### src/rtl/complex_magnitude_detect_defines.svh
// Assertion macros shared by the complex magnitude detector RTL.
// Included by files that carry concurrent checks; no other dependencies.
`ifndef COMPLEX_MAGNITUDE_DETECT_DEFINES_SVH
`define COMPLEX_MAGNITUDE_DETECT_DEFINES_SVH

`ifndef SYNTH

// Same-cycle implication, disabled during reset.
`define CMD_ASSERT_IMPLY(label, clk, rst_n, ante, cons) \
    label: assert property (@(posedge clk) disable iff (!rst_n) (ante) |-> (cons)) \
        else $error("assertion failed: same-cycle implication");

// Next-cycle implication, disabled during reset.
`define CMD_ASSERT_NEXT(label, clk, rst_n, ante, cons) \
    label: assert property (@(posedge clk) disable iff (!rst_n) (ante) |=> (cons)) \
        else $error("assertion failed: next-cycle implication");

`else

`define CMD_ASSERT_IMPLY(label, clk, rst_n, ante, cons)
`define CMD_ASSERT_NEXT(label, clk, rst_n, ante, cons)

`endif

`endif

### src/rtl/cmd_pkg.sv
// Shared types and fixed constants for the complex magnitude detector.
// No dependencies; used by every module of the block.
`default_nettype none

package cmd_pkg;

    localparam int IN_W            = 16;
    localparam int SCALE_W         = 24;
    localparam int SCALE_FRAC_BITS = 16;
    localparam int PIXEL_W         = 8;

    localparam logic [PIXEL_W-1:0] PIXEL_MAX   = 8'd255;
    localparam logic [SCALE_W-1:0] SCALE_RESET = 24'd65536;

    // Per-stage control that travels beside the datapath.
    typedef struct packed {
        logic valid;
        logic last;
    } cmd_ctl_t;

endpackage

`default_nettype wire

### src/rtl/cmd_sqrt_cell.sv
// One cell of the digit-by-digit square root chain: resolves one root bit.
// Depends on cmd_pkg for the control struct.
`default_nettype none

module cmd_sqrt_cell #(
    parameter int ROOT_W = 24,
    parameter int RAD_W  = 48
) (
    input  wire                     clk,
    input  wire                     rst_n,
    input  wire                     en,
    input  cmd_pkg::cmd_ctl_t       ctl_in,
    input  wire  [RAD_W-1:0]        rad_in,
    input  wire  [ROOT_W+1:0]       rem_in,
    input  wire  [ROOT_W-1:0]       root_in,
    output cmd_pkg::cmd_ctl_t       ctl_out,
    output logic [RAD_W-1:0]        rad_out,
    output logic [ROOT_W+1:0]       rem_out,
    output logic [ROOT_W-1:0]       root_out
);

    cmd_pkg::cmd_ctl_t  ctl_reg;
    logic [RAD_W-1:0]   rad_reg,  rad_next;
    logic [ROOT_W+1:0]  rem_reg,  rem_next;
    logic [ROOT_W-1:0]  root_reg, root_next;
    logic [ROOT_W+1:0]  rem_sh;
    logic [ROOT_W+1:0]  trial;
    logic               ge;

    // Bring down the next two radicand bits and try appending a one to the root.
    always_comb
    begin
        rem_sh    = {rem_in[ROOT_W-1:0], rad_in[RAD_W-1 -: 2]};
        trial     = {root_in, 2'b01};
        ge        = (rem_sh >= trial);
        rem_next  = ge ? (rem_sh - trial) : rem_sh;
        root_next = {root_in[ROOT_W-2:0], ge};
        rad_next  = rad_in << 2;
    end

    always_ff @(posedge clk or negedge rst_n)
    begin
        if (!rst_n)
        begin
            ctl_reg <= '0;
        end
        else if (en)
        begin
            ctl_reg <= ctl_in;
        end
    end

    always_ff @(posedge clk)
    begin
        if (en)
        begin
            rad_reg  <= rad_next;
            rem_reg  <= rem_next;
            root_reg <= root_next;
        end
    end

    assign ctl_out  = ctl_reg;
    assign rad_out  = rad_reg;
    assign rem_out  = rem_reg;
    assign root_out = root_reg;

endmodule

`default_nettype wire

### config.mk
export PLATFORM = sky130hd
export DESIGN_NAME = cmd_sqrt_cell
export DESIGN_NICKNAME = d
export VERILOG_FILES = /design/src/rtl/complex_magnitude_detect_defines.svh /design/src/rtl/cmd_pkg.sv /design/src/rtl/cmd_sqrt_cell.sv
export SDC_FILE = /design/constraint.sdc
export NUM_CORES = 1
export LEC_CHECK = 0
export ABC_AREA = 0
export ABC_CLOCK_PERIOD_IN_PS = 1900
export BUFFER_PORTS_ARGS = -buffer_cell sky130_fd_sc_hd__buf_2
export CAP_MARGIN = 20
export CORE_ASPECT_RATIO = 0.9
export CORE_MARGIN = 1
export CORE_UTILIZATION = 50
export CTS_BUF_LIST = sky130_fd_sc_hd__clkbuf_8
export DETAILED_ROUTE_END_ITERATION = 7
export PLACE_DENSITY = 0.82
export SLEW_MARGIN = 20
export SYNTH_ARGS = -nofsm -noshare
export SYNTH_HDL_FRONTEND = slang
export SYNTH_SLANG_ARGS = --single-unit
### constraint.sdc
create_clock -name clk -period 1.9 [get_ports clk]
set_input_delay 0.19 -clock clk [delete_from_list [all_inputs] [get_ports clk]]
set_output_delay 0.19 -clock clk [all_outputs]
set_load 0.01 [all_outputs]
* Word level (Yosys, flattened, before mapping)
Index checks and enable logic that the tools add are counted.
Word-level totals: output and inout bits 100, input bits 103, bits in registers 98
Cells by class: magnitude comparators 1, add/subtract/negate cells 1, multiplexer cells 1
Operator list (number):
- $ge 26x26->1 | 1
- $mux 26 | 1
- $sub 26x26->26 | 1

* Logic depth before layout (Yosys ltp)
Gate-level depths: netlist of run 1.
word-level depth 2, mapped depth 12, depth with buffers taken out 10

* Least setup slack after synthesis of run 1
No wires, ideal clock.
kind input-to-reg, from input port root_in[10], to register rem_reg[24] (netlist: rem_out[24]), data pin, setup slack -0.788 ns, required time 1.640 ns, cell stages on the path 11, data arrival time 2.428 ns, path buffers 2, path through inv_1 > ha_1 > buf_2 > nand4_1 > nor4_2 > o311ai_1 > a31oi_1 > o2111ai_1 > a31oi_4 > buf_6 > mux2_2
Between the ends: word-level cells in the longest chain between the ends 2
RTL lines:
- from (decl) | RTL line cmd_sqrt_cell.sv:15 | input wire [ROOT_W-1:0] root_in,
- $sub 26x26->26 / $ge 26x26->1 (equally long branches) | RTL line cmd_sqrt_cell.sv:36, cmd_sqrt_cell.sv:35
- $mux 26 (*) | RTL line cmd_sqrt_cell.sv:36 | rem_next = ge ? (rem_sh - trial) : rem_sh;
- via rem_next[24] | RTL line cmd_sqrt_cell.sv:24 | logic [ROOT_W+1:0] rem_reg, rem_next;
- to (signal assigned) | RTL line cmd_sqrt_cell.sv:58 | rem_reg <= rem_next;
- to (decl) | RTL line cmd_sqrt_cell.sv:24
The timed path passes the listed nets; every way through them passes the cells marked *. A chain may end at the register's enable or synchronous reset.

* Worst setup path after layout of run 1
from input port rem_in[10], to register rem_reg[12] (netlist: rem_out[12]), data pin
Between the ends: word-level cells in the longest chain between the ends 2
RTL lines:
- from (decl) | RTL line cmd_sqrt_cell.sv:14 | input wire [ROOT_W+1:0] rem_in,
- $sub 26x26->26 / $ge 26x26->1 (equally long branches) | RTL line cmd_sqrt_cell.sv:36, cmd_sqrt_cell.sv:35
- $mux 26 (*) | RTL line cmd_sqrt_cell.sv:36
- via rem_next[12] | RTL line cmd_sqrt_cell.sv:24
Marked as above.

==> flow_summary.toml, run 1 <==
[floorplan]
die_area_um2 = 9880
initial_core_util = 0.517
ios = 203
coreArea_um2 = 9170
row_count = 33
die_x_um = 105
fp.dieH_um = 94.4

[worst_setup_path]
path_cells = "buf_6, ha_4, nand4_1, nor4_4, o311ai_4, a31oi_2, o2111ai_2, a31oi_4, buf_6, mux2_4"
r2r-start = "ctl_out[1]"
crit_required_ps = 2030
cp.buffers_inverters = 2
cp_top_family = "compound AO/OA/AOI/OAI gates"
cp-end-kind = "register"
crit_top_cell = "buf_6"
r2r_end = "ctl_out[1]"
critical_path_peak_fanout = 6
cp_num_cells = 10
cp-start-kind = "input port"
reg2reg_depth = 1
worstSetupStartpoint = "rem_in[10]"
worstSetupEndpoint = "rem_out[12]"
critPathMaxStageDelay_ps = 420
crit_arrival_ps = 2480
slowest_stage = "nor4_4"
reg2reg_slack_ps = 1090
path_class = "in -> reg"

[power_and_ir_drop]
p_switching_w = 0.00175
cellPowerDensity_nw_per_um2 = 732
total_power_w = 0.00578
power.internal_w = 0.00403
seqPwrFrac = 0.466
comb_power_share = 0.306
ir_drop_mv = 0.574
leakage_nw = 3.52
switching_share = 0.303
p_clk_frac = 0.228

[logic_synthesis]
yosys_warnings = 0
synth_cells = 366
synth_area_per_cell_um2 = 13.0
synthAdderAreaFrac = 0.0686
synth_flop_cell = "edfxtp_1"
synth_top_family_by_area = "compound AO/OA/AOI/OAI gates"
ys_types = 52
synth-simple-area-share = 0.0755
synthXorXnorAreaFrac = 0.0388
synth_mux_area_frac = 0.0235
synth_edf_count = 96
synth_area_um2 = 4740
ys_seq_elements = 98
synth_compound_area_frac = 0.129
ys_async_sr_fraction = 0.0204
ys_seq_area_frac = 0.619

[global_route]
grt_pass1_vias = 4371
antenna_found_initial = 0
grt_pass1_wl_um = 22400
gr-usage-all-layers = 0.299
grt_max_degree = 35
overflow = 0

[run_status]
violations = "negative hold slack, negative setup slack"
status = "finished with violations"

[run]
maxCapViolCount = 0

[place]
place_ws_ps = -930
place_inst = 751
port_buffers = 198
dpl.hpwl_um = 9400
gp_congestion = 0.886

[route]
dr.pass1.iters = 5
antenna_left = 0
avgRoutedWirePerCell_um = 19.4
vias = 4507
wl_um = 16300
drt_iter0_drc = 243
drc = 0
viasPerCell = 5.36

[clock_network]
clock_latency_ps = 370
clkSinkCount = 98
cts_buffer_depth = 2
clk_pin_slew_worst_paths_ps = 110
root_buffer = "clkbuf_8"
htree_levels = 3
cts_tree = "yes"
cts_buffers = 9

[final_layout]
fin_nets = 843
fillers = 448
drive_gt1_frac = 0.527
num_antenna_cells = 0
multi_input_area_um2 = 1970
fin_cells = 841
regArea_um2 = 2930
syn_to_final_growth_pct = 66.6

[timing]
post-route-period-util = 1.24
skew_ps = 0
hold_viol_final = 1
hold_ws_ps = -8.82
rsz0062_at_grt = "true"
setup_viol = 27
period_needed_ps = 2360
fmax_ghz = 0.424
setup_ws_ps = -457
maxSlewViolCount = 0

[hold_path]
hold_class = "in -> reg"
## worst min-delay path by stage
| stage | to | cells past startpoint | slack [ps] | from |
|---|---|---|---|---|
| 2_1_floorplan | ctl_out[0] | 0 | -110 | rst_n |
| 3_3_place_gp | ctl_out[0] | 1 | -20 | rst_n |
| 3_5_place_dp | ctl_out[0] | 1 | -20 | rst_n |
| 4_1_cts | root_out[9] | 1 | 0.6 | root_in[8] |
| 5_1_grt | rad_out[29] | 1 | -30 | rad_in[27] |
| 6_report | rad_out[29] | 1 | -9 | rad_in[27] |
## metrics by stage
step           hold slack [ps]  instance area (um2)  TNS (ps)  utilization
5_1_grt                  -27.0                 7900    -13110        0.862
3_5_place_dp             -16.7                 6470    -21960        0.706
3_3_place_gp             -21.5                 6470    -19510        0.706
4_1_cts                  0.645                 7620     -8330        0.831
2_1_floorplan             -106                 4810    -14170            -
6_report                 -8.82                 7900    -10200        0.862
## registers in the layout, indices dropped and copies added, names as in the netlist
register,flops
root_out,24
rem_out,26
rad_out,46
ctl_out,2
## synth_stat cells, drive strengths merged (2+ instances only)
| library cell | count | area, um2 |
|---|---|---|
| xnor2 | 15 | 131 |
| a21boi | 2 | 15.0 |
| ha | 26 | 325 |
| o31a | 2 | 18.8 |
| a21o | 12 | 91.3 |
| o21ai | 10 | 50.1 |
| o21a | 3 | 22.5 |
| inv | 36 | 135 |
| a31oi | 11 | 83.8 |
| o21bai | 2 | 15.0 |
| or2 | 4 | 25.0 |
| xor2 | 6 | 52.6 |
| nand2 | 7 | 26.3 |
| and3 | 3 | 18.8 |
| clkbuf | 5 | 20.0 |
| a211oi | 3 | 22.5 |
| a21oi | 34 | 170 |
| or3 | 2 | 12.5 |
| nor2 | 29 | 109 |
| nand4 | 5 | 31.3 |
| buf | 8 | 58.8 |
| nor3 | 2 | 10.0 |
| nand3 | 7 | 35.0 |
| nor2b | 4 | 25.0 |
| o2111ai | 2 | 23.8 |
| edfxtp | 96 | 2880 |
| mux2 | 9 | 101 |
| nor3b | 2 | 15.0 |
| dfrtp | 2 | 50.1 |
| and2 | 2 | 12.5 |
## power by group through the flow
| stage | clock (W) | sequential [W] | combinational, W |
|---|---|---|---|
| 6_report | 0.00132 | 0.00269 | 0.00177 |
| 5_1_grt | 0.00140 | 0.00271 | 0.00188 |
| 4_1_cts | 0.00132 | 0.00268 | 0.00160 |
| 3_5_place_dp | 0 | 0.00272 | 0.00135 |
| 3_3_place_gp | 0 | 0.00272 | 0.00131 |
| 2_1_floorplan | 0 | 0.00284 | 0.000566 |
## final cells by class
type                       count  area share
tap                          122      0.0193
clock buffer                   9      0.0157
sequential                    98       0.371
inverter                      36      0.0200
multi-input combinational    220       0.250
timing repair buffer         349       0.316
clock inverter                 7     0.00760
## timing repair
| action | in CTS | in global routing |
|---|---|---|
| buffers inserted | 8 | 8 |
| endpoints found under the hold margin | 58 | 3 |
| resized for setup | 69 | 49 |
| hold buffers | 57 | 3 |
| pin swaps | 24 | 26 |
| cloned | 1 | 0 |
| setup endpoints to repair | 27 | 27 |
## per-layer routing
layer  global-route usage  wire (um)  vias to the layer above
li1                     -          -                     2052
met1                0.342       6030                     2174
met2                0.568       8720                      240
met3               0.0552       1030                       41
met4                0.102        511                        0
met5                    0          0                        -
## placed cells by master (no fill, tap or decap), drive strengths merged, types with 10 or more instances in the layout
cell / count
a21oi: 34
buf: 289
o21ai: 10
a31oi: 11
ha: 26
edfxtp: 96
a21o: 12
inv: 39
dlygate4sd3: 60
nor2: 29
xnor2: 15
## kinds of logic after synthesis
kind of cell | Yosys count
AO/OA/AOI/OAI | 90
buffers and inverters | 49
flip-flops | 98
other | 1
AND/OR/NAND/NOR | 71
XOR/XNOR | 21
multiplexers | 10
adder cells (fa/ha/maj) | 26
No activity file was read; power rests on OpenSTA's default activity.
==> inputs of run 2 (changes only) <==
- ABC_AREA: 0 -> 1
- PLACE_DENSITY: 0.82 -> 0.8
==> flow_summary.toml, run 2 <==
[run_status]
status = "finished clean"

[route]
viasPerCell = 4.85
wl_um = 16600
drc = 0
vias = 5202
antenna_left = 0
avgRoutedWirePerCell_um = 15.5
dr.pass1.iters = 5
drt_iter0_drc = 328

[worst_setup_path]
cp-end-kind = "register"
crit_required_ps = 2030
path_class = "in -> reg"
crit_arrival_ps = 1810
critical_path_peak_fanout = 16
cp-start-kind = "input port"

[timing]
hold_viol_final = 0
fmax_ghz = 0.594
maxSlewViolCount = 0
setup_viol = 0
post-route-period-util = 0.886
rsz0062_at_grt = "false"
skew_ps = 0
period_needed_ps = 1680

[logic_synthesis]
synth_area_um2 = 5480
synth_cells = 609
synth_area_per_cell_um2 = 9.00
synth_top_area_frac = 0.526
synth_edf_count = 96
yosys_warnings = 0
ys_async_sr_fraction = 0.0204
ys_seq_elements = 98
yosysTopAreaCell = "edfxtp_1"
synth_area_leaders = "edfxtp_1 53%, nand2_1 14%, inv_1 8.8%"
ys_types = 33
ys_seq_area_frac = 0.535
synth.top_cells.by_count = "202 x nand2_1, 128 x inv_1, 96 x edfxtp_1"
synth_flop_cell = "edfxtp_1"
yosys.cell_count.top_type = "nand2_1"

[place]
port_buffers = 198
dpl.hpwl_um = 11600
gp_congestion = 0.901
placed_area_um2 = 7110

[clock_network]
root_buffer = "clkbuf_8"
htree_levels = 3
clkSinkCount = 98
clk_pin_slew_worst_paths_ps = 110
postCtsSetupBuffers = 0
clock_latency_ps = 360
cts_buffer_depth = 2
cts_buffers = 9
cts_tree = "yes"

[final_layout]
syn_to_final_growth_pct = 44.9
fillers = 761
drive_gt1_frac = 0.329
final_cell_mix = "202 x nand2_1, 197 x buf_2, 128 x inv_1, 96 x edfxtp_1"
largest_register_ffs = 46
final_common_cell = "nand2_1"
regArea_um2 = 2930
fin_area_um2 = 7950
fin_nets = 1065
multi_input_area_um2 = 2010

[floorplan]
ios = 203
die_x_um = 112
row_count = 35
initial_core_util = 0.524
fp.dieH_um = 101
die_area_um2 = 11400
coreArea_um2 = 10500

[power_and_ir_drop]
leakage_nw = 4.16
ir_drop_mv = 0.339
cellPowerDensity_nw_per_um2 = 723
total_power_w = 0.00574

[hold_path]
hold_class = "in -> reg"

[global_route]
gr-usage-all-layers = 0.295
overflow = 0
antenna_found_initial = 0
grt_max_degree = 40
grt_pass1_vias = 5157
grt_pass1_wl_um = 25400

[run]
maxCapViolCount = 0
-- run 2: changes by cell type in the layout (fill, tap and decap cells not counted), moves of 18 or more --
cell / change
nand2_1: +197
inv_1: +103
buf_6: -22
buf_2: +21
buf_4: -21
nand3_1: +19
nand4_1: +18
-- run 2: logic make-up after synthesis --
family | Yosys count | synth area share
AND/OR/NAND/NOR | 303 | 0.245
AO/OA/AOI/OAI | 28 | 0.0347
adder cells (fa/ha/maj) | 26 | 0.0593
buffers and inverters | 137 | 0.0995
flip-flops | 98 | 0.535
other | 1 | 0.000684
multiplexers | 2 | 0.00411
XOR/XNOR | 14 | 0.0224
-- run 2: timing repair --
action | in CTS | in global routing
resized for setup | 0 | 0
hold buffers | 57 | 4
hold endpoints to repair | 58 | 4
-- run 2: power breakdown --
group	switching, W	total, W	internal, W
clock network	0.000847	0.00149	0.000646
registers	0.0000566	0.00268	0.00262
logic	0.000874	0.00157	0.000699
total	0.00178	0.00574	0.00397
-- run 2: worst max-delay path, stage by stage --
cell     delay, ps
buf_2          110
inv_1           40
ha_1           340
nand2_1        100
buf_4          150
nor2_2         160
nand2_1         90
nor2_1         170
nand2_4         90
nand3_4        110
buf_12         160
o21ai_1         90
-- run 2: final cells by class --
cell class / count / area share
flip-flops and latches: 98 / 0.369
repair buffers: 323 / 0.269
multi-input cells: 375 / 0.253
inverters: 129 / 0.0609
well taps: 129 / 0.0203
clock buffers: 9 / 0.0156
clock inverters: 7 / 0.0118
diodes: 2 / 0.000630
-- run 2: metal layers --
metal	track usage	share of wire	up-vias
met5	0	0	-
met4	0.0903	0.023	0
met3	0.0539	0.052	34
met2	0.554	0.51	203
met1	0.347	0.42	2372
li1	-	-	2593
-- run 2: path summary, 6_finish.rpt --
kind / startpoint / end / slack (ps) / cells past startpoint
worst max register to register: ctl_out[0] / ctl_out[0] / 1140 / 1
worst max-delay path: root_in[11] / rem_out[10] / 220 / 12
worst min-delay path: root_in[20] / root_out[21] / 20 / 1
min in group asynchronous: rst_n / ctl_out[1] / 150 / 2
worst min register to register: ctl_out[1] / ctl_out[1] / 530 / 1
max in group asynchronous: rst_n / ctl_out[0] / 1660 / 2
-- run 2: stage by stage --
| step | TNS, ps | hold WS, ps | worst slack, ps | instances | utilization |
|---|---|---|---|---|---|
| 5_1_grt | 0 | 3.37 | 5.70 | 1070 | 0.759 |
| 4_1_cts | 0 | 1.73 | 254 | 1066 | 0.755 |
| 2_1_floorplan | 0 | -106 | 66.2 | 610 | - |
| 6_report | 0 | 20.0 | 217 | 1072 | 0.759 |
| 3_3_place_gp | -2140 | -26.2 | -97.8 | 993 | 0.679 |
| 3_5_place_dp | -2770 | -20.0 | -127 | 993 | 0.679 |
