$ cat src/rtl/complex_magnitude_detect_defines.svh
// Assertion macros shared by the complex magnitude detector RTL.
// Included by files that carry concurrent checks; no other dependencies.
`ifndef COMPLEX_MAGNITUDE_DETECT_DEFINES_SVH
`define COMPLEX_MAGNITUDE_DETECT_DEFINES_SVH

`ifndef SYNTH

// Same-cycle implication, disabled during reset.
`define CMD_ASSERT_IMPLY(label, clk, rst_n, ante, cons) \
    label: assert property (@(posedge clk) disable iff (!rst_n) (ante) |-> (cons)) \
        else $error("assertion failed: same-cycle implication");

// Next-cycle implication, disabled during reset.
`define CMD_ASSERT_NEXT(label, clk, rst_n, ante, cons) \
    label: assert property (@(posedge clk) disable iff (!rst_n) (ante) |=> (cons)) \
        else $error("assertion failed: next-cycle implication");

`else

`define CMD_ASSERT_IMPLY(label, clk, rst_n, ante, cons)
`define CMD_ASSERT_NEXT(label, clk, rst_n, ante, cons)

`endif

`endif

$ cat src/rtl/cmd_pkg.sv
// Shared types and fixed constants for the complex magnitude detector.
// No dependencies; used by every module of the block.
`default_nettype none

package cmd_pkg;

    localparam int IN_W            = 16;
    localparam int SCALE_W         = 24;
    localparam int SCALE_FRAC_BITS = 16;
    localparam int PIXEL_W         = 8;

    localparam logic [PIXEL_W-1:0] PIXEL_MAX   = 8'd255;
    localparam logic [SCALE_W-1:0] SCALE_RESET = 24'd65536;

    // Per-stage control that travels beside the datapath.
    typedef struct packed {
        logic valid;
        logic last;
    } cmd_ctl_t;

endpackage

`default_nettype wire

$ cat src/rtl/cmd_scale_sat.sv
// Gain multiply and clamp: magnitude times Q8.16 scale, shift, saturate to 8 bits.
// Depends on cmd_pkg for widths, constants and the control struct.
`default_nettype none

module cmd_scale_sat #(
    parameter int ROOT_W    = 24,
    parameter int FRAC_BITS = 8
) (
    input  wire                               clk,
    input  wire                               rst_n,
    input  wire                               en,
    input  cmd_pkg::cmd_ctl_t                 ctl_in,
    input  wire  [ROOT_W-1:0]                 mag_in,
    input  wire  [cmd_pkg::SCALE_W-1:0]       scale_in,
    output cmd_pkg::cmd_ctl_t                 ctl_out,
    output logic [cmd_pkg::PIXEL_W-1:0]       pixel_out
);

    localparam int PROD_W = ROOT_W + cmd_pkg::SCALE_W;
    localparam int SHIFT  = FRAC_BITS + cmd_pkg::SCALE_FRAC_BITS;
    localparam int HI_W   = PROD_W - SHIFT;

    cmd_pkg::cmd_ctl_t              ctl1_reg, ctl2_reg;
    logic [PROD_W-1:0]              prod_reg, prod_next;
    logic [HI_W-1:0]                hi;
    logic [cmd_pkg::PIXEL_W-1:0]    pixel_reg, pixel_next;

    always_comb
    begin
        prod_next  = PROD_W'(mag_in) * PROD_W'(scale_in);
        hi         = prod_reg[PROD_W-1:SHIFT];
        pixel_next = (|hi[HI_W-1:cmd_pkg::PIXEL_W]) ? cmd_pkg::PIXEL_MAX
                                                     : hi[cmd_pkg::PIXEL_W-1:0];
    end

    always_ff @(posedge clk or negedge rst_n)
    begin
        if (!rst_n)
        begin
            ctl1_reg <= '0;
            ctl2_reg <= '0;
        end
        else if (en)
        begin
            ctl1_reg <= ctl_in;
            ctl2_reg <= ctl1_reg;
        end
    end

    always_ff @(posedge clk)
    begin
        if (en)
        begin
            prod_reg  <= prod_next;
            pixel_reg <= pixel_next;
        end
    end

    assign ctl_out   = ctl2_reg;
    assign pixel_out = pixel_reg;

endmodule

`default_nettype wire

$ cat config.mk
export PLATFORM = sky130hd
export DESIGN_NAME = cmd_scale_sat
export DESIGN_NICKNAME = d
export VERILOG_FILES = /design/src/rtl/complex_magnitude_detect_defines.svh /design/src/rtl/cmd_pkg.sv /design/src/rtl/cmd_scale_sat.sv
export SDC_FILE = /design/constraint.sdc
export NUM_CORES = 1
export LEC_CHECK = 0
export BUFFER_PORTS_ARGS = -buffer_cell sky130_fd_sc_hd__buf_2
export CAP_MARGIN = 10
export CORE_MARGIN = 1
export CORE_UTILIZATION = 60
export CTS_BUF_LIST = sky130_fd_sc_hd__clkbuf_2
export DETAILED_ROUTE_END_ITERATION = 8
export HOLD_SLACK_MARGIN = 0.1
export PLACE_DENSITY = 0.77
export SKIP_CTS_REPAIR_TIMING = 1
export SLEW_MARGIN = 20
export SYNTH_ARGS = -nofsm -noshare
export SYNTH_HDL_FRONTEND = slang
export SYNTH_SLANG_ARGS = --single-unit
$ cat constraint.sdc
create_clock -name clk -period 1.8 [get_ports clk]
set_input_delay 0.09 -clock clk [delete_from_list [all_inputs] [get_ports clk]]
set_output_delay 0.09 -clock clk [all_outputs]
set_load 0.01 [all_outputs]
## Yosys cells after proc, flatten, opt, wreduce, memory -nomap -nowiden

Index checks and enable logic that the tools add are counted.

- Mux-type cells: 0
- Order comparisons: 0
- Reductions and logical operators: 1
- Shift-type cells: 0
- Bitwise logic cells: 0
- Equal/unequal tests: 0
- $add $sub $neg: 0
- Multiply operators: 1
- Divide/modulo/power cells: 0

Operators by type and width:

| operator | count |
|---|---|
| multiplier 24 x 24 -> 48 bit | 1 |
| OR reduction 16 bit | 1 |

- ROM bits: 0
- Register bits: 60
- Memory bits (writable): 0
- Memories kept: 0
- Latch bits: 0

## Depth between registers and ports, before layout

Gate-level depths: netlist of run 1.

- Word-level depth: 1
- Mapped depth: 25
- Depth with buffers taken out: 24

## Worst setup path before layout of run 1

Ideal clock, no wire load.

- Kind: input to register
- Start: in scale_in[3] in the netlist's numbering
- End: reg prod_reg[38] (data pin)
- Required time: 1540 ps
- Slack: -4397 ps
- Stages on the path: 25
- Library setup time: 260 ps
- Arrival time: 5937 ps
- Cells stage by stage: clkbuf_1 -> nand2_1 -> fa_1 -> inv_1 -> fa_1 -> inv_1 -> fa_1 -> inv_1 -> fa_1 -> inv_1 -> fa_1 -> inv_1 -> fa_1 -> inv_1 -> fa_1 -> inv_1 -> ha_1 -> inv_2 -> o32ai_2 -> nor3_1 -> a2111oi_2 -> a221oi_2 -> nor4b_2 -> nor2_1 -> xnor2_1

- Word-level cells in the longest chain between the ends: 1

RTL lines:

| what | RTL line | RTL |
|---|---|---|
| from (decl) | cmd_scale_sat.sv:14 | `input wire [cmd_pkg::SCALE_W-1:0] scale_in,` |
| multiplier 24 x 24 -> 48 bit | cmd_scale_sat.sv:30 | `prod_next = PROD_W'(mag_in) * PROD_W'(scale_in);` |
| named net prod_next[38] | cmd_scale_sat.sv:24 | `logic [PROD_W-1:0] prod_reg, prod_next;` |
| to (signal assigned) | cmd_scale_sat.sv:54 | `prod_reg <= prod_next;` |
| to (decl) | cmd_scale_sat.sv:24 |  |

The timed path passes the listed nets, and every way through them passes these cells.
A chain may end at the register's enable or synchronous reset.

## Worst setup path in the final report of run 1

- Start: in scale_in[1] in the netlist's numbering
- End: reg prod_reg[42] (data pin)

The elaborated chain is that of the path after synthesis.

==> impl_metrics.csv, run 1 <==
group,metric,value,unit
timing,fin_crit,6150,ps
drt,drt_pass1_iterations,6,
logic_synthesis,synth_area_leaders,"fa_1 48%, ha_1 11%, inv_1 11%",
logic_synthesis,syn-num-nets,2907,
timing,rsz0062_at_grt,"true",
logic_synthesis,synth_enable_flop_cells,32,
logic_synthesis,synthAdderAreaFrac,58.6,%
final_layout,drive_gt1_share,22.0,%
timing,hold_viol,0,
clock_tree,clk_latency,360,ps
hold_path,hold_path.startpoint,"ctl_in[1]",
hold_path,min_path_cells,3,
timing,finClkSkew,16.7,ps
global_route,grt.total_usage,32.5,%
global_route,overflow,0,
logic_synthesis,seq_area_frac_synth,5.29,%
drt,wl_per_cell,18.2,um
placed_design,dpl.cell_count,2873,
logic_synthesis,synth_area,20100,um^2
critical_path,crit_path_frequent_cell,"fa_1",
timing,setup_viol,24,
timing,slew_viol_final,0,
logic_synthesis,syn_avg_cell_area,9.10,um^2
logic_synthesis,ys_warn_count,0,
logic_synthesis,synth-async-reset-ratio,11.1,%
critical_path,crit_buf_inv,7,
global_route,busiest_layer,"met2",
drt,via_count,15900,
final_layout,design_area,24100,um^2
die,die_area,34200,um^2
timing,fmax,163,MHz
timing,tns,-98870,ps
outcome,violations,"setup timing",
logic_synthesis,synth_compound_area_share,5.02,%
critical_path,arrival,6310,ps
logic_synthesis,synthFlopType,"edfxtp_1",
global_route,grt_use_met3,4.76,%
global_route,grt_pass1_wl,86.4,mm
final_layout,instances_no_fill,2911,
die,fp.coreArea,32700,um^2
placed_design,hpwlAfterDp,45.4,mm
critical_path,crit_family,"adder cells",
final_layout,n_antenna_cell,0,
timing,worstMarginPinSlew,401,ps
global_route,use_met2,59.0,%
critical_path,reg2reg_depth,3,
outcome,status,"finished, violations left",
critical_path,cp.required,1950,ps
global_route,antenna_found_initial,1,
global_route,met1_usage,37.4,%
timing,period_share,342,%
clock_tree,clk_path_buf_depth,2,
drt,drtAntennaViolNets,0,
critical_path,path_class,"in2reg",
clock_tree,cts_buffers,5,
global_route,grt_pass1_vias,18100,
die,ios,63,
logic_synthesis,muxShareOfSynthArea,0.225,%
timing,slew-limit-headroom,72.6,%
die,rows,66,
die,die_w,185,um
logic_synthesis,synth_cells,2203,
die,die_h,185,um
critical_path,start_kind,"input pin",
drt,via_per_inst,5.48,
final_layout,area_growth,20.3,%
placed_design,placed_area,23100,um^2
logic_synthesis,synthXorXnorAreaFrac,1.14,%
critical_path,rrSetupSlack,220,ps
logic_synthesis,synth_top_family_by_area,"adder cells",
clock_tree,clockRootBuffer,"clkbuf_2",
critical_path,cp.depth,24,
critical_path,r2r-start,"prod_reg[33]$_DFFE_PP_",
logic_synthesis,ys_types,59,
drt,drc,0,
logic_synthesis,ys_ff_latch,36,
clock_tree,cts_tree,"yes",
placed_design,place.port_buffers,62,
critical_path,critPathMaxStageDelay,570,ps
logic_synthesis,yosysMostFrequentCell,"inv_1",
final_layout,largest_reg_flops,24,
placed_design,globalplace.congestion,0.956,
critical_path,cp_max_fo,7,
placed_design,dp_slack,-4740,ps
clock_tree,h-tree-depth,2,
logic_synthesis,yosys.area_share.simple,17.2,%
critical_path,critPathCaptureType,"register",
clock_tree,clkTransAtPathRegs,190,ps
die,start_util,61.3,%
critical_path,cp_cell_sequence,"buf_6 > buf_12 > and2_4 > fa_1 > fa_1 > inv_2 > fa_2 > fa_1 > inv_2 > fa_2 > fa_1 > inv_2 > fa_1 > inv_2 > ha_4 > nand3_4 > a2111oi_4 > a21boi_2 > o21a_4 > a2111oi_4 > buf_4 > nor2_4 > o21ai_2 > xnor2_1",
final_layout,fill_cells,2252,
critical_path,r2r_end,"pixel_out[0]$_SDFFCE_PP1P_",
final_layout,nNetsFinal,3172,
clock_tree,cts.sinks,36,
critical_path,critical-path-slowest-cell,"fa_1",
run,drv_cap,0,
global_route,grt_max_degree,25,
logic_synthesis,synth_top_area_share,48.0,%
drt,wl,53.1,mm
timing,setup_ws,-4350,ps
hold_path,min_to,"ctl1_reg[1]$_DFFE_PN0P_",
hold_path,hold_path.class,"in2reg",
logic_synthesis,yosysTopAreaCell,"fa_1",
drt,detail_route.iter0.violations,850,
logic_synthesis,synthTopCellsByCount,"561 x inv_1, 481 x fa_1, 307 x nand2_1",
-- worst register-to-register path: stages (launching register included) --
cell      delay, ps
edfxtp_1        390
nor4_1          350
nand4_1         270
or2_2           350
-- final cells by class --
type | instances | area, um^2 | area share [%]
clock buffer | 5 | 25.0 | 0.104
clock inverter | 3 | 42.5 | 0.176
inverter | 562 | 2110 | 8.74
multi-input combinational | 1501 | 17200 | 71.5
sequential | 36 | 1060 | 4.40
tap | 442 | 553 | 2.29
timing repair buffer | 362 | 3090 | 12.8
-- routing by layer --
metal | vias up | part of all wire (%)
met5 | - | 0
met4 | 0 | 5.6
met3 | 243 | 6.5
met2 | 691 | 52
met1 | 8047 | 36
li1 | 6960 | -
-- stage by stage --
step | hold slack, ps | utilization (%)
2_1_floorplan | -206 | -
3_3_place_gp | -107 | 70.6
3_5_place_dp | -102 | 70.6
4_1_cts | -540 | 70.8
5_1_grt | 465 | 73.8
6_report | 498 | 73.8
-- worst max-delay path by stage --
| stage | from | end |
|---|---|---|
| floorplan | scale_in[1] | prod_reg[45]$_DFFE_PP_ |
| global route | scale_in[4] | prod_reg[47]$_DFFE_PP_ |
| detailed placement | scale_in[7] | prod_reg[38]$_DFFE_PP_ |
| CTS | scale_in[7] | prod_reg[38]$_DFFE_PP_ |
| finish | scale_in[1] | prod_reg[42]$_DFFE_PP_ |
| global placement | scale_in[7] | prod_reg[38]$_DFFE_PP_ |
-- cells by family after synthesis --
logic type,Yosys count
simple gates,683
compound gates,137
fa+ha+maj,651
flops,36
mux,4
buf+inv,666
xor+xnor,26
-- cells in the final DEF, fill, tap and decap left out, drive strengths merged, types with 4 or more instances in the layout --
master         n
xor2          10
xnor2         16
and3           5
nor4           6
or2            9
buf          351
nand2        307
mux2           4
fa           481
dfrtp          4
a21o          23
clkbuf        11
dlygate4sd3    5
o21a           7
o21ai         22
a21oi         41
nor3          11
nor2          23
inv          562
nand4          9
o21bai         9
a211oi         7
edfxtp        32
and2         297
nand3         11
ha           170
a2111oi        4
Power of run 1 is not shown: default switching activity piles up to over one toggle a cycle in this logic, so the estimate is an artifact.
==> run 2: changes to the inputs <==
--- a/config.mk
+++ b/config.mk
@@ -12,7 +12,7 @@
 export CTS_BUF_LIST = sky130_fd_sc_hd__clkbuf_2
 export DETAILED_ROUTE_END_ITERATION = 8
 export HOLD_SLACK_MARGIN = 0.1
-export PLACE_DENSITY = 0.77
+export PLACE_DENSITY = 0.88
 export SKIP_CTS_REPAIR_TIMING = 1
 export SLEW_MARGIN = 20
 export SYNTH_ARGS = -nofsm -noshare
==> run 2 against run 1 <==
Net effect: the flow still finishes with violations (setup timing); die area unchanged; clock skew up 12 ps; first-iteration DRC count up 34%; non-clock buffer count down 38; hold slack worse by 260 ps; sequential share of layout area up 0.072 points; register-to-register slack worse by 50 ps; clock-buffer cell count up 1; flip-flop and latch count unchanged; worst setup slack better by 130 ps; maximum frequency up 2.2%; final cell count down 1.3%; critical path type unchanged; critical endpoint unchanged; largest cell class unchanged.
==> impl_metrics.csv, run 2 (synthesized netlist as in run 1, its figures left out) <==
group,metric,value,unit
outcome,status,"finished, violations left",
outcome,violations,"setup timing",
timing,fmax,166,MHz
timing,hold_viol,0,
drt,drt_pass1_iterations,7,
placed_design,hpwlAfterDp,45.7,mm
drt,via_per_inst,5.67,
critical_path,cp.required,1920,ps
timing,slew_viol_final,0,
clock_tree,cts_buffers,5,
final_layout,nNetsFinal,3134,
global_route,grt_pass1_vias,18300,
final_layout,instances_no_fill,2873,
placed_design,place.port_buffers,62,
die,rows,66,
final_layout,drive_gt1_share,20.7,%
final_layout,mostFrequentLayoutCell,"inv_1",
global_route,grt_use_met3,5.74,%
die,die_h,185,um
timing,period_share,335,%
die,fp.coreArea,32700,um^2
timing,worstMarginPinSlew,569,ps
run,drv_cap,0,
clock_tree,clk_latency,370,ps
die,die_w,185,um
clock_tree,clkTransAtPathRegs,180,ps
critical_path,path_class,"in2reg",
global_route,grt_max_degree,28,
timing,fin_crit,6020,ps
critical_path,reg2reg_depth,4,
final_layout,largest_reg_flops,24,
placed_design,dp_slack,-4740,ps
die,ios,63,
critical_path,arrival,6140,ps
global_route,busiest_layer,"met2",
drt,wl,55.4,mm
critical_path,cp_max_fo,6,
hold_path,hold_path.class,"in2reg",
global_route,grt.total_usage,32.7,%
die,die_area,34200,um^2
global_route,antenna_found_initial,1,
critical_path,critPathCaptureType,"register",
timing,rsz0062_at_grt,"true",
placed_design,dpl.cell_count,2845,
critical_path,start_kind,"input pin",
clock_tree,clockRootBuffer,"clkbuf_2",
drt,drtAntennaViolNets,0,
global_route,overflow,0,
global_route,grt_pass1_wl,86.4,mm
hold_path,min_path_cells,1,
clock_tree,cts.sinks,36,
clock_tree,h-tree-depth,2,
timing,setup_viol,24,
drt,drc,0,
drt,detail_route.iter0.violations,1138,
timing,slew-limit-headroom,62.1,%
final_layout,n_antenna_cell,0,
die,start_util,61.3,%
clock_tree,clk_path_buf_depth,2,
placed_design,globalplace.congestion,0.980,
timing,setup_ws,-4220,ps
drt,via_count,16300,
final_layout,layout_common_cells,"541 x inv_1, 464 x fa_1, 295 x nand2_1",
clock_tree,cts_tree,"yes",
drt,wl_per_cell,19.3,um
global_route,use_met2,60.5,%
global_route,met1_usage,35.0,%
final_layout,area_growth,18.4,%
timing,finClkSkew,28.6,ps
[run 2: layer usage]
layer  vias to the layer above  part of all wire, %
met5                         -                0.020
met4                         2                  7.2
met3                       348                  7.7
met2                       905                   52
met1                      8161                   33
li1                       6879                    -
[run 2: worst max-delay path, cell delays in order]
cell and delay [ps]:
clkbuf_4 210, buf_4 160, nand2_1 70, fa_1 500
inv_1 50, fa_1 410, fa_1 520, fa_1 580
fa_1 480, fa_1 580, inv_2 50, fa_1 520
inv_2 50, ha_4 290, nand2_4 60, a2111oi_4 340
a21boi_2 100, o21a_4 250, a2111oi_4 410, buf_4 180
nor2_2 40, o21ai_2 110, xnor2_1 70
[run 2: final timing paths]
kind | start | to | slack, ps
min reg2reg | ctl1_reg[1]$_DFFE_PN0P_ | ctl_out[1]$_DFFE_PN0P_ | 510
min | en | prod_reg[27]$_DFFE_PP_ | 240
max | scale_in[16] | prod_reg[42]$_DFFE_PP_ | -4220
max in group asynchronous | rst_n | ctl_out[0]$_DFFE_PN0P_ | 1000
min in group asynchronous | rst_n | ctl_out[1]$_DFFE_PN0P_ | 610
max reg2reg | prod_reg[34]$_DFFE_PP_ | pixel_out[1]$_SDFFCE_PP1P_ | 170
[run 2: metrics by stage]
| stage | setup TNS (ps) | util (%) | hold WS (ps) | instance area, um^2 |
|---|---|---|---|---|
| floorplan | -92290 | - | -206 | 20700 |
| global placement | -105070 | 69.4 | -108 | 22700 |
| detailed placement | -108380 | 69.4 | -97.8 | 22700 |
| CTS | -98660 | 69.6 | -533 | 22700 |
| global route | -99380 | 72.6 | 223 | 23700 |
| finish | -96310 | 72.6 | 236 | 23700 |
[run 2: final cells by class]
| class | instances | area [um^2] |
|---|---|---|
| clock buffers | 6 | 30.0 |
| clock inverters | 2 | 7.51 |
| fillers | 2063 | 8960 |
| inverters | 562 | 2110 |
| multi-input cells | 1501 | 17200 |
| flip-flops and latches | 36 | 1060 |
| well taps | 442 | 553 |
| repair buffers | 324 | 2760 |
Power of run 2 is left out for the same reason.
==> run 3: changes to the inputs <==
--- a/config.mk
+++ b/config.mk
@@ -8,11 +8,11 @@
 export BUFFER_PORTS_ARGS = -buffer_cell sky130_fd_sc_hd__buf_2
 export CAP_MARGIN = 10
 export CORE_MARGIN = 1
-export CORE_UTILIZATION = 60
+export CORE_UTILIZATION = 55
 export CTS_BUF_LIST = sky130_fd_sc_hd__clkbuf_2
 export DETAILED_ROUTE_END_ITERATION = 8
 export HOLD_SLACK_MARGIN = 0.1
-export PLACE_DENSITY = 0.88
+export PLACE_DENSITY = 0.86
 export SKIP_CTS_REPAIR_TIMING = 1
 export SLEW_MARGIN = 20
 export SYNTH_ARGS = -nofsm -noshare
==> constraint.sdc (replaced) <==
create_clock -name clk -period 4.8 [get_ports clk]
set_input_delay 0.24 -clock clk [delete_from_list [all_inputs] [get_ports clk]]
set_output_delay 0.24 -clock clk [all_outputs]
set_load 0.01 [all_outputs]
==> run 3 against run 2 <==
Net effect: largest cell class unchanged; final area barely moved; via count fell by 3.3%; critical path type unchanged; utilization fell by 6.2 points; the flow finishes with violations (DRC, setup timing); first-iteration DRC count fell by 29%.
==> impl_metrics.csv, run 3 (synthesized netlist as in run 1, its figures left out) <==
group,metric,value,unit
timing,fin_crit,6140,ps
timing,finClkSkew,23.7,ps
critical_path,start_kind,"input pin",
hold_path,min_path_cells,2,
drt,wl,52.4,mm
drt,drtAntennaViolNets,0,
hold_path,hold_path.class,"in2reg",
timing,worstMarginPinSlew,754,ps
timing,hold_viol,0,
clock_tree,clk_latency,360,ps
drt,drt_pass1_iterations,8,
timing,rsz0062_at_grt,"true",
timing,fmax,163,MHz
die,die_h,193,um
timing,slew_viol_final,0,
final_layout,n_antenna_cell,0,
placed_design,placed_area,22800,um^2
critical_path,reg2reg_depth,3,
clock_tree,clkTransAtPathRegs,160,ps
global_route,grt_pass1_vias,18000,
final_layout,fill_cells,2578,
critical_path,rrSetupSlack,3100,ps
critical_path,r2r-start,"prod_reg[33]$_DFFE_PP_",
clock_tree,clk_path_buf_depth,2,
placed_design,hpwlAfterDp,44.5,mm
final_layout,fin_util,66.4,%
critical_path,cp_max_fo,11,
clock_tree,h-tree-depth,2,
timing,setup_ws,-1340,ps
critical_path,path_class,"in2reg",
clock_tree,clockRootBuffer,"clkbuf_2",
global_route,grt_max_degree,37,
drt,via_count,15800,
final_layout,drive_gt1_share,20.6,%
die,start_util,56.1,%
die,die_w,193,um
timing,tns,-27530,ps
critical_path,cp.required,4930,ps
outcome,violations,"DRC, setup timing",
timing,slew-limit-headroom,49.7,%
final_layout,layout_common_cells,"544 x inv_1, 465 x fa_1, 300 x nand2_1",
hold_path,min_to,"ctl1_reg[1]$_DFFE_PN0P_",
placed_design,globalplace.congestion,0.989,
placed_design,place.port_buffers,62,
global_route,antenna_found_initial,0,
final_layout,instances_no_fill,2892,
global_route,overflow,0,
die,die_area,37200,um^2
timing,period_share,128,%
global_route,grt.total_usage,29.2,%
final_layout,nNetsFinal,3135,
run,drv_cap,0,
drt,detail_route.iter0.violations,810,
placed_design,dpl.cell_count,2865,
die,ios,63,
timing,setup_viol,24,
critical_path,arrival,6260,ps
die,rows,69,
final_layout,area_growth,18.4,%
global_route,grt_pass1_wl,84.8,mm
clock_tree,cts.sinks,36,
clock_tree,cts_buffers,5,
final_layout,design_area,23700,um^2
die,fp.coreArea,35700,um^2
drt,wl_per_cell,18.1,um
critical_path,r2r_end,"pixel_out[4]$_SDFFCE_PP1P_",
drt,via_per_inst,5.45,
clock_tree,cts_tree,"yes",
final_layout,mostFrequentLayoutCell,"inv_1",
outcome,status,"finished, violations left",
critical_path,critPathCaptureType,"register",
drt,drc,1,
hold_path,hold_path.startpoint,"ctl_in[1]",
final_layout,largest_reg_flops,24,
run 3: worst max-delay path by stage:
stage,from,endpoint,slack [ps],cells past startpoint
final,mag_in[16],prod_reg[45]$_DFFE_PP_,-1340,22
after global routing,scale_in[12],prod_reg[45]$_DFFE_PP_,-1480,24
after floorplan,scale_in[1],prod_reg[45]$_DFFE_PP_,-1250,22
after CTS,mag_in[11],prod_reg[45]$_DFFE_PP_,-1510,24
after global placement,mag_in[11],prod_reg[45]$_DFFE_PP_,-1810,24
after detailed placement,mag_in[11],prod_reg[45]$_DFFE_PP_,-1890,24
run 3: stage by stage:
stage / setup slack [ps] / hold WS (ps)
CTS: -1510 / -364
global placement: -1810 / 41.7
finish: -1340 / 121
detailed placement: -1890 / 48.8
floorplan: -1250 / -55.6
global route: -1480 / 113
run 3: critical path: stages:
cell,delay (ps)
buf_6,130
and2_4,150
fa_1,510
fa_1,580
inv_2,40
fa_1,500
fa_2,540
inv_2,40
fa_2,440
fa_1,540
inv_1,70
fa_1,490
inv_2,40
ha_4,230
a21o_1,160
a21o_1,190
a221oi_2,250
o21ai_1,140
a41o_1,320
a221oi_4,340
o221ai_2,150
xnor2_1,130
run 3: final cells by class:
type | count | area [um^2] | area share [%]
clock inverters | 1 | 5.00 | 0.0211
multi-input cells | 1501 | 17200 | 72.5
flip-flops and latches | 36 | 1060 | 4.47
clock buffers | 6 | 30.0 | 0.126
repair buffers | 325 | 2740 | 11.5
well taps | 461 | 577 | 2.43
inverters | 562 | 2110 | 8.90
run 3: per-layer routing:
| layer | share of wire [%] | global-route usage, % | routed length [um] |
|---|---|---|---|
| met5 | 0 | 0 | 0 |
| met4 | 5.3 | 14.0 | 2780 |
| met3 | 6.8 | 3.75 | 3550 |
| met2 | 53 | 54.8 | 27800 |
| met1 | 35 | 32.4 | 18300 |
Power of run 3 is left out for the same reason.
